===== src/hdl/poct_pkg.sv =====
// ----------------------------------------------------------------------------
// poct_pkg
// Shared widths, defaults and types for the priority scheduling block.
// ----------------------------------------------------------------------------
package poct_pkg;

	// default batch capacity
	localparam int MAX_JOBS_DEF = 16;

	// fixed field widths
	localparam int BURST_W = 16;
	localparam int PRI_W   = 8;
	localparam int NUM_W   = 4;
	localparam int TIME_W  = 20;

	localparam logic [TIME_W-1:0] TIME_MAX = {TIME_W{1'b1}};

	// sequencer states
	typedef enum logic [4:0] {
		S_IDLE  = 5'b00001,
		S_READ  = 5'b00010,
		S_CMP   = 5'b00100,
		S_EMIT  = 5'b01000,
		S_DRAIN = 5'b10000
	} state_t;

	// emit control aligned with the store read data
	typedef struct packed {
		logic valid;
		logic last;
	} emit_t;

endpackage


===== src/hdl/priority_order_completion_times.sv =====
// ----------------------------------------------------------------------------
// priority_order_completion_times
// Non-preemptive priority scheduler: loads a batch of jobs, keeps them
// sorted by priority (stable, highest first) and emits completion times.
// ----------------------------------------------------------------------------
//
//  channel   ports                                           handshake
//  -------   ---------------------------------------------   -------------------
//  job in    burst_time, job_priority, batch_end             start & !busy
//  result    job_number, job_burst, job_level,               result_valid, one
//            completion_time, final_result                   cycle, no stall
//
//  Each job is inserted into the sorted store as it arrives, moving past
//  the stored jobs of lower priority one at a time, landing at the head if
//  it passes them all; each step is one store read and one compare in the
//  shared comparator.
//  A closing job keeps busy high while the n results are swept out, one
//  per cycle, and through the drain state; the last strobe shows in the
//  first cycle with busy low.
//  Reset clears the sequencer, job count and running sum; the store is not
//  cleared. The receiver cannot stall results.
//
module priority_order_completion_times
	import poct_pkg::*;
#(
	parameter int MAX_JOBS = MAX_JOBS_DEF
) (
	input  logic               clk,
	input  logic               arst_n,
	input  logic               start,
	output logic               busy,
	input  logic [BURST_W-1:0] burst_time,
	input  logic [PRI_W-1:0]   job_priority,
	input  logic               batch_end,
	output logic               result_valid,
	output logic [NUM_W-1:0]   job_number,
	output logic [BURST_W-1:0] job_burst,
	output logic [PRI_W-1:0]   job_level,
	output logic [TIME_W-1:0]  completion_time,
	output logic               final_result
);

	localparam int IDX_W = $clog2(MAX_JOBS);
	localparam int DW    = IDX_W + PRI_W + BURST_W;

	logic             we;
	logic [IDX_W-1:0] waddr;
	logic [DW-1:0]    wdata;
	logic [IDX_W-1:0] raddr;
	logic [DW-1:0]    rdata;
	emit_t            emit_s1;

	// sequencer and shared compare
	poct_ctrl #(
		.MAX_JOBS (MAX_JOBS),
		.IDX_W    (IDX_W),
		.DW       (DW)
	) u_ctrl (
		.clk          (clk),
		.arst_n       (arst_n),
		.start        (start),
		.busy         (busy),
		.burst_time   (burst_time),
		.job_priority (job_priority),
		.batch_end    (batch_end),
		.we           (we),
		.waddr        (waddr),
		.wdata        (wdata),
		.raddr        (raddr),
		.rdata        (rdata),
		.emit_s1      (emit_s1)
	);

	// sorted job store
	poct_ram #(
		.DEPTH (MAX_JOBS),
		.AW    (IDX_W),
		.DW    (DW)
	) u_ram (
		.clk   (clk),
		.we    (we),
		.waddr (waddr),
		.wdata (wdata),
		.raddr (raddr),
		.rdata (rdata)
	);

	// completion time and result stage
	poct_acc #(
		.IDX_W (IDX_W)
	) u_acc (
		.clk             (clk),
		.arst_n          (arst_n),
		.emit_s1         (emit_s1),
		.rd_num          (rdata[BURST_W+PRI_W +: IDX_W]),
		.rd_burst        (rdata[BURST_W-1:0]),
		.rd_pri          (rdata[BURST_W +: PRI_W]),
		.result_valid    (result_valid),
		.job_number      (job_number),
		.job_burst       (job_burst),
		.job_level       (job_level),
		.completion_time (completion_time),
		.final_result    (final_result)
	);

endmodule


===== src/hdl/poct_ram.sv =====
// ----------------------------------------------------------------------------
// poct_ram
// Job store: one write port, one read port with registered read data.
// ----------------------------------------------------------------------------
module poct_ram #(
	parameter int DEPTH = 16,
	parameter int AW    = 4,
	parameter int DW    = 28
) (
	input  logic          clk,
	input  logic          we,
	input  logic [AW-1:0] waddr,
	input  logic [DW-1:0] wdata,
	input  logic [AW-1:0] raddr,
	output logic [DW-1:0] rdata
);

	logic [DW-1:0] mem_q [DEPTH];

	// write port
	always_ff @(posedge clk) begin
		if (we) begin
			mem_q[waddr] <= wdata;
		end
	end

	// registered read port
	always_ff @(posedge clk) begin
		rdata <= mem_q[raddr];
	end

endmodule


===== src/hdl/poct_ctrl.sv =====
// ----------------------------------------------------------------------------
// poct_ctrl
// Sequencer: insertion of each job into the sorted store through one
// shared priority compare, then an in-order read sweep of the batch.
// ----------------------------------------------------------------------------
module poct_ctrl
	import poct_pkg::*;
#(
	parameter int MAX_JOBS = MAX_JOBS_DEF,
	parameter int IDX_W    = $clog2(MAX_JOBS),
	parameter int DW       = IDX_W + PRI_W + BURST_W
) (
	input  logic               clk,
	input  logic               arst_n,
	input  logic               start,
	output logic               busy,
	input  logic [BURST_W-1:0] burst_time,
	input  logic [PRI_W-1:0]   job_priority,
	input  logic               batch_end,
	output logic               we,
	output logic [IDX_W-1:0]   waddr,
	output logic [DW-1:0]      wdata,
	output logic [IDX_W-1:0]   raddr,
	input  logic [DW-1:0]      rdata,
	output emit_t              emit_s1
);

	localparam int CNT_W = $clog2(MAX_JOBS + 1);
	localparam logic [CNT_W-1:0] CNT_FULL = CNT_W'(MAX_JOBS);

	state_t             state_q;
	logic [CNT_W-1:0]   cnt_q;
	logic [IDX_W-1:0]   k_q;
	logic [IDX_W-1:0]   e_q;
	logic [IDX_W-1:0]   last_q;
	logic [BURST_W-1:0] burst_q;
	logic [PRI_W-1:0]   pri_q;
	logic [IDX_W-1:0]   num_q;
	logic               end_q;

	logic [CNT_W-1:0]   cnt_inc;
	logic               closes;
	logic [PRI_W-1:0]   rd_pri;
	logic               displace;

	assign busy     = (state_q != S_IDLE);
	assign cnt_inc  = cnt_q + CNT_W'(1);
	assign closes   = end_q || (cnt_inc == CNT_FULL);
	assign rd_pri   = rdata[BURST_W +: PRI_W];
	// shared compare: stored entry has strictly lower priority, so it moves down
	assign displace = (rd_pri < pri_q);

	// store port steering
	always_comb begin
		we    = 1'b0;
		waddr = k_q;
		wdata = {num_q, pri_q, burst_q};
		raddr = e_q;
		case (state_q)
			S_READ: begin
				raddr = k_q - IDX_W'(1);
				if (k_q == '0) begin
					we = 1'b1;
				end
			end
			S_CMP: begin
				we = 1'b1;
				if (displace) begin
					wdata = rdata;
				end
			end
			default: begin
				we = 1'b0;
			end
		endcase
	end

	// sequencer
	always_ff @(posedge clk or negedge arst_n) begin
		if (!arst_n) begin
			state_q <= S_IDLE;
			cnt_q   <= '0;
			k_q     <= '0;
			e_q     <= '0;
			last_q  <= '0;
			emit_s1 <= '0;
		end else begin
			// emit control is registered and follows the sweep in the next cycle
			emit_s1.valid <= (state_q == S_EMIT);
			emit_s1.last  <= (state_q == S_EMIT) && (e_q == last_q);
			case (state_q)
				S_IDLE: begin
					if (start) begin
						k_q     <= cnt_q[IDX_W-1:0];
						state_q <= S_READ;
					end
				end
				S_READ: begin
					if (k_q == '0) begin
						cnt_q  <= cnt_inc;
						last_q <= cnt_q[IDX_W-1:0];
						e_q    <= '0;
						state_q <= closes ? S_EMIT : S_IDLE;
					end else begin
						state_q <= S_CMP;
					end
				end
				S_CMP: begin
					if (displace) begin
						k_q     <= k_q - IDX_W'(1);
						state_q <= S_READ;
					end else begin
						cnt_q  <= cnt_inc;
						last_q <= cnt_q[IDX_W-1:0];
						e_q    <= '0;
						state_q <= closes ? S_EMIT : S_IDLE;
					end
				end
				S_EMIT: begin
					e_q <= e_q + IDX_W'(1);
					if (e_q == last_q) begin
						state_q <= S_DRAIN;
					end
				end
				S_DRAIN: begin
					cnt_q   <= '0;
					state_q <= S_IDLE;
				end
				default: begin
					state_q <= S_IDLE;
				end
			endcase
		end
	end

	// captured job
	always_ff @(posedge clk) begin
		if (state_q == S_IDLE && start) begin
			burst_q <= burst_time;
			pri_q   <= job_priority;
			num_q   <= cnt_q[IDX_W-1:0];
			end_q   <= batch_end;
		end
	end

endmodule


===== src/hdl/poct_acc.sv =====
// ----------------------------------------------------------------------------
// poct_acc
// Completion time accumulator and result register stage.
// ----------------------------------------------------------------------------
module poct_acc
	import poct_pkg::*;
#(
	parameter int IDX_W = $clog2(MAX_JOBS_DEF)
) (
	input  logic               clk,
	input  logic               arst_n,
	input  emit_t              emit_s1,
	input  logic [IDX_W-1:0]   rd_num,
	input  logic [BURST_W-1:0] rd_burst,
	input  logic [PRI_W-1:0]   rd_pri,
	output logic               result_valid,
	output logic [NUM_W-1:0]   job_number,
	output logic [BURST_W-1:0] job_burst,
	output logic [PRI_W-1:0]   job_level,
	output logic [TIME_W-1:0]  completion_time,
	output logic               final_result
);

	localparam int EXT_W = (IDX_W > NUM_W) ? IDX_W : NUM_W;

	logic [TIME_W-1:0] sum_q;
	logic [TIME_W:0]   sum_wide;
	logic [TIME_W-1:0] sum_sat;
	logic [EXT_W-1:0]  num_ext;

	// saturating running sum
	assign sum_wide = {1'b0, sum_q} + (TIME_W+1)'(rd_burst);
	assign sum_sat  = sum_wide[TIME_W] ? TIME_MAX : sum_wide[TIME_W-1:0];
	assign num_ext  = EXT_W'(rd_num);

	// control: strobe and sum, cleared after the last result
	always_ff @(posedge clk or negedge arst_n) begin
		if (!arst_n) begin
			result_valid <= 1'b0;
			sum_q        <= '0;
		end else begin
			result_valid <= emit_s1.valid;
			if (emit_s1.valid) begin
				sum_q <= emit_s1.last ? '0 : sum_sat;
			end
		end
	end

	// result payload
	always_ff @(posedge clk) begin
		if (emit_s1.valid) begin
			job_number      <= num_ext[NUM_W-1:0];
			job_burst       <= rd_burst;
			job_level       <= rd_pri;
			completion_time <= sum_sat;
			final_result    <= emit_s1.last;
		end
	end

endmodule

===== config.mk =====
export PLATFORM = sky130hd
export DESIGN_NAME = priority_order_completion_times
export DESIGN_NICKNAME = d
export VERILOG_FILES = /design/src/hdl/poct_pkg.sv /design/src/hdl/priority_order_completion_times.sv /design/src/hdl/poct_ram.sv /design/src/hdl/poct_ctrl.sv /design/src/hdl/poct_acc.sv
export SDC_FILE = /design/constraint.sdc
export NUM_CORES = 1
export LEC_CHECK = 0
export ABC_CLOCK_PERIOD_IN_PS = 9690
export BUFFER_PORTS_ARGS = -buffer_cell sky130_fd_sc_hd__buf_2
export CORE_MARGIN = 2
export CORE_UTILIZATION = 51
export CTS_CLUSTER_DIAMETER = 100
export DETAILED_ROUTE_END_ITERATION = 8
export GPL_TIMING_DRIVEN = 0
export PLACE_DENSITY = 0.67
export SYNTH_ARGS = -nofsm -noshare
export SYNTH_HDL_FRONTEND = slang
export SYNTH_SLANG_ARGS = --single-unit

===== constraint.sdc =====
create_clock -name clk -period 9.69 [get_ports clk]
set_input_delay 1.938 -clock clk [delete_from_list [all_inputs] [get_ports clk]]
set_output_delay 1.938 -clock clk [all_outputs]
set_load 0.05 [all_outputs]

==> results by group <==
Pwr
  • Max rail drop VDD: 0.000143 V
  • Power Density: between 200 and 300 nW/um^2
  • P_int: 5.06 mW
  • Final Power: 7.54 mW
  • Clock power share: 29.3%
  • Gate power share: between 20% and 30%
  • Switch share: 32.9%
  • Psw: roughly 2.5 mW
  • LEAKAGE: 9.84 nW
  • Seq pwr share: 44.1%

Synth
  • Post-synth top flop: edfxtp_1
  • FFs w/ async S/R, synth: under 10%
  • Synth warnings: 0
  • Post-synthesis sequential area ratio: 71.4%
  • EDFF count, synth: between 500 and 600
  • Seq cells post-synth: roughly 600
  • Mapped Avg Cell Area: 15.1 sq um
  • Post-synthesis cell area: 24,500 sq um
  • Syn Nets: approximately 1.7k
  • Netlist cell types: just under 80
  • Mapped Cells: 1,625

STA
  • Setup TNS: 0 ns
  • Max_slew headroom: approximately 23%
  • Final Max Slew Viols: 0
  • Achievable Freq: 232 MHz
  • Final hold violation count: 0
  • Fin crit share: between 40% and 50%
  • Worst Tran Pin Value: about 1.1 ns
  • RSZ-0062 raised after global routing: false
  • # setup viols final: 0
  • Min Tclk post-route: 4.32 ns
  • Setup Skew: ~0.016 ns

Setup path
  • Crit Path Category: reg2reg
  • Critical path launch point type: flip-flop
  • CP max stage delay: ~0.67 ns
  • Critical-path maximum fanout: 10
  • Buffer and inverter count on the worst path: 4
  • CP max stage cell: nor4_1
  • Crit-path leading delay family: simple AND/OR/NAND/NOR gates
  • Worst Path Required: 10.21 ns
  • Most prevalent standard cell on the critical path: clkbuf_1
  • Critical path endpoint category: flip-flop
  • Critical Path AT: 4.83 ns
  • Crit-path cells: clkbuf_1, inv_1, ha_1, buf_2, xnor2_1, nand3_1, nand2_1, clkbuf_1, a211oi_1, nor4_1, a211o_1

Drt
  • Pre-antenna DRT Iters: 6
  • DRT iter0 DRCs: 1,784
  • Metal3 WL: roughly 6.0 mm
  • Via count: ~15k
  • Routed wire length: approximately 63 mm
  • WL/cell: around 26 um
  • Met1 Wirelength: 26.6 mm
  • Post-route DRC violation count: 0
  • Via density per instance: 6.26
  • Uppermost layer routed: met4
  • DRT antenna net count: 0
  • Met2 wire length: 29.0 mm

Final layout
  • Synth-to-layout area growth: 13.6%
  • Final net count: 1,843
  • Fill count: about 3.6k
  • Share of cells above drive strength 1: 17.1%

Clock network
  • Setup Buffers After CTS: 0
  • CTS Hold Bufs: 0
  • Clock latency on the worst-skew pair: 0.63 ns
  • # resized after CTS: 0
  • Cts bufs inserted: 58
  • CTS max path bufs: 3
  • Clock Tree Root: clkbuf_16
  • TritonCTS clock tree: done
  • H-tree depth: 2
  • Sink Count: 599
  • Clock slew at reported path FFs: 0.06 ns

Global routing
  • Total track usage: 25.5%
  • Initial antenna violation count: 2
  • GR Overflow Total: 0
  • Vias in the first global route: roughly 15k
  • Largest net degree at the start of global routing: 46
  • First-pass GRT wire length: 94.5 mm

Min path
  • Hold Path Class: reg2reg

Floorplan
  • Core area: 47,500 sq um
  • Die area: 49,800 sq um
  • Ports: slightly below 80
  • DIE HEIGHT: 223 um
  • Die width: around 220 um
  • Starting Density: 51.5%
  • Rows: 80

Place
  • Hpwl dp: 43.2 mm
  • Port Buffer Count: 78
  • RD Place Congestion: 0.869

Run
  • Max-cap violations: 0

Run status
  • Status: finished clean
metrics by stage:
stage / instance area, sq um / instances / hold WS, ns / setup slack (ns) / utilization (%)
3_5_place_dp: 25900 / 2340 / 0.413 / 5.54 / 54.6
2_1_floorplan: 24500 / 1625 / 0.403 / 5.56 / -
5_1_grt: 27800 / 2448 / 0.442 / 5.13 / 58.5
3_3_place_gp: 25600 / 2318 / 0.408 / 2.72 / 53.9
4_1_cts: 27800 / 2448 / 0.429 / 5.42 / 58.5
6_report: 27800 / 2450 / 0.430 / 5.37 / 58.5
power groups by stage:
| stage | clock [mW] | combinational, mW | sequential (mW) |
|---|---|---|---|
| 6_report | 2.21 | 2.01 | 3.32 |
| 5_1_grt | 2.32 | 2.17 | 3.33 |
| 4_1_cts | 2.23 | 1.98 | 3.32 |
| 3_5_place_dp | 0 | 1.97 | 3.37 |
| 3_3_place_gp | 0 | 1.90 | 3.38 |
| 2_1_floorplan | 0 | 1.29 | 3.29 |
cell usage after synthesis, types with 29 or more instances:
cell type  number  area [sq um]
buf_2          39           195
a211oi_1       97           728
and3_1         58           363
ha_1           29           363
a21oi_1        98           490
nand2_1        96           360
dfrtp_1        44          1100
mux2_2         30           338
clkbuf_1       59           221
edfxtp_1      526         15800
nor4_1         32           200
o21ai_0        32           160
cells in the final DEF, fill, tap and decap left out, types with 16 or more instances in the layout:
| cell | count |
|---|---|
| mux2_2 | 30 |
| nand2_1 | 96 |
| nor4_1 | 32 |
| a21oi_1 | 98 |
| clkbuf_16 | 59 |
| dfrtp_1 | 43 |
| edfxtp_1 | 526 |
| o221ai_1 | 28 |
| a211o_1 | 27 |
| and3_1 | 58 |
| nor3_1 | 16 |
| inv_1 | 25 |
| o21bai_1 | 16 |
| o21a_1 | 21 |
| ha_1 | 29 |
| a22oi_1 | 18 |
| o21ai_0 | 25 |
| buf_6 | 16 |
| a211oi_1 | 97 |
| buf_2 | 117 |
| mux2i_1 | 24 |
| dfxtp_1 | 28 |
| nor3b_1 | 21 |
| clkbuf_1 | 78 |
layout make-up:
type,count,area [sq um],share of cell area (%)
buffer,107,484,1.74
clock buffer,89,1700,6.11
multi-input combinational,893,6460,23.2
clock inverter,19,164,0.589
timing repair buffer,100,644,2.32
tap,615,769,2.77
inverter,26,97.6,0.351
sequential,599,17500,62.9
antenna,2,5.00,0.0180
cell families (layout without fill, tap and decap cells):
group	after synthesis	after routing	synth area share, %
XOR/XNOR	16	16	0.572
AND/OR/NAND/NOR	339	339	7.78
buffers and inverters	133	341	2.38
AO/OA/AOI/OAI	443	443	12.9
adder cells (fa/ha/maj)	30	30	1.56
flip-flops	599	599	71.4
other	0	2	0
multiplexers	65	65	3.37
sequential cells by signal, indices dropped and copies added, names as in the netlist:
register,cells
u_ctrl.last_q,4
u_ram.rdata,28
u_ctrl.burst_q,16
u_acc.completion_time,20
u_ctrl.pri_q,8
u_ctrl.num_q,4
u_ram.mem_q,448
u_ctrl.end_q,1
u_ctrl.waddr,4
u_ctrl.e_q,4
u_acc.result_valid,1
u_ctrl.state_q,5
u_acc.sum_q,20
u_acc.job_burst,16
u_ctrl.cnt_q,5
u_acc.final_result,1
u_ctrl.emit_s1,2
u_acc.job_level,8
u_acc.job_number,4
path summary, 6_finish.rpt:
path                                      start                   to  slack (ns)  cells after the start
max in group asynchronous                arst_n    u_ctrl.emit_s1[1]        7.41                      1
worst min-delay path            u_ram.rdata[24]  u_acc.job_number[0]        0.43                      0
worst min register to register  u_ram.rdata[24]  u_acc.job_number[0]        0.43                      0
min in group asynchronous                arst_n      u_ctrl.waddr[3]        1.52                      1
worst max register to register  u_ctrl.waddr[0]      u_ram.rdata[24]        5.37                     11
worst max-delay path            u_ctrl.waddr[0]      u_ram.rdata[24]        5.37                     11
metal layers:
layer	global-route usage, %	vias up
met5	0	-
met4	8.85	0
met3	4.44	107
met2	39.3	737
met1	37.0	7697
li1	-	6806
(Power assumes the default switching activity.)
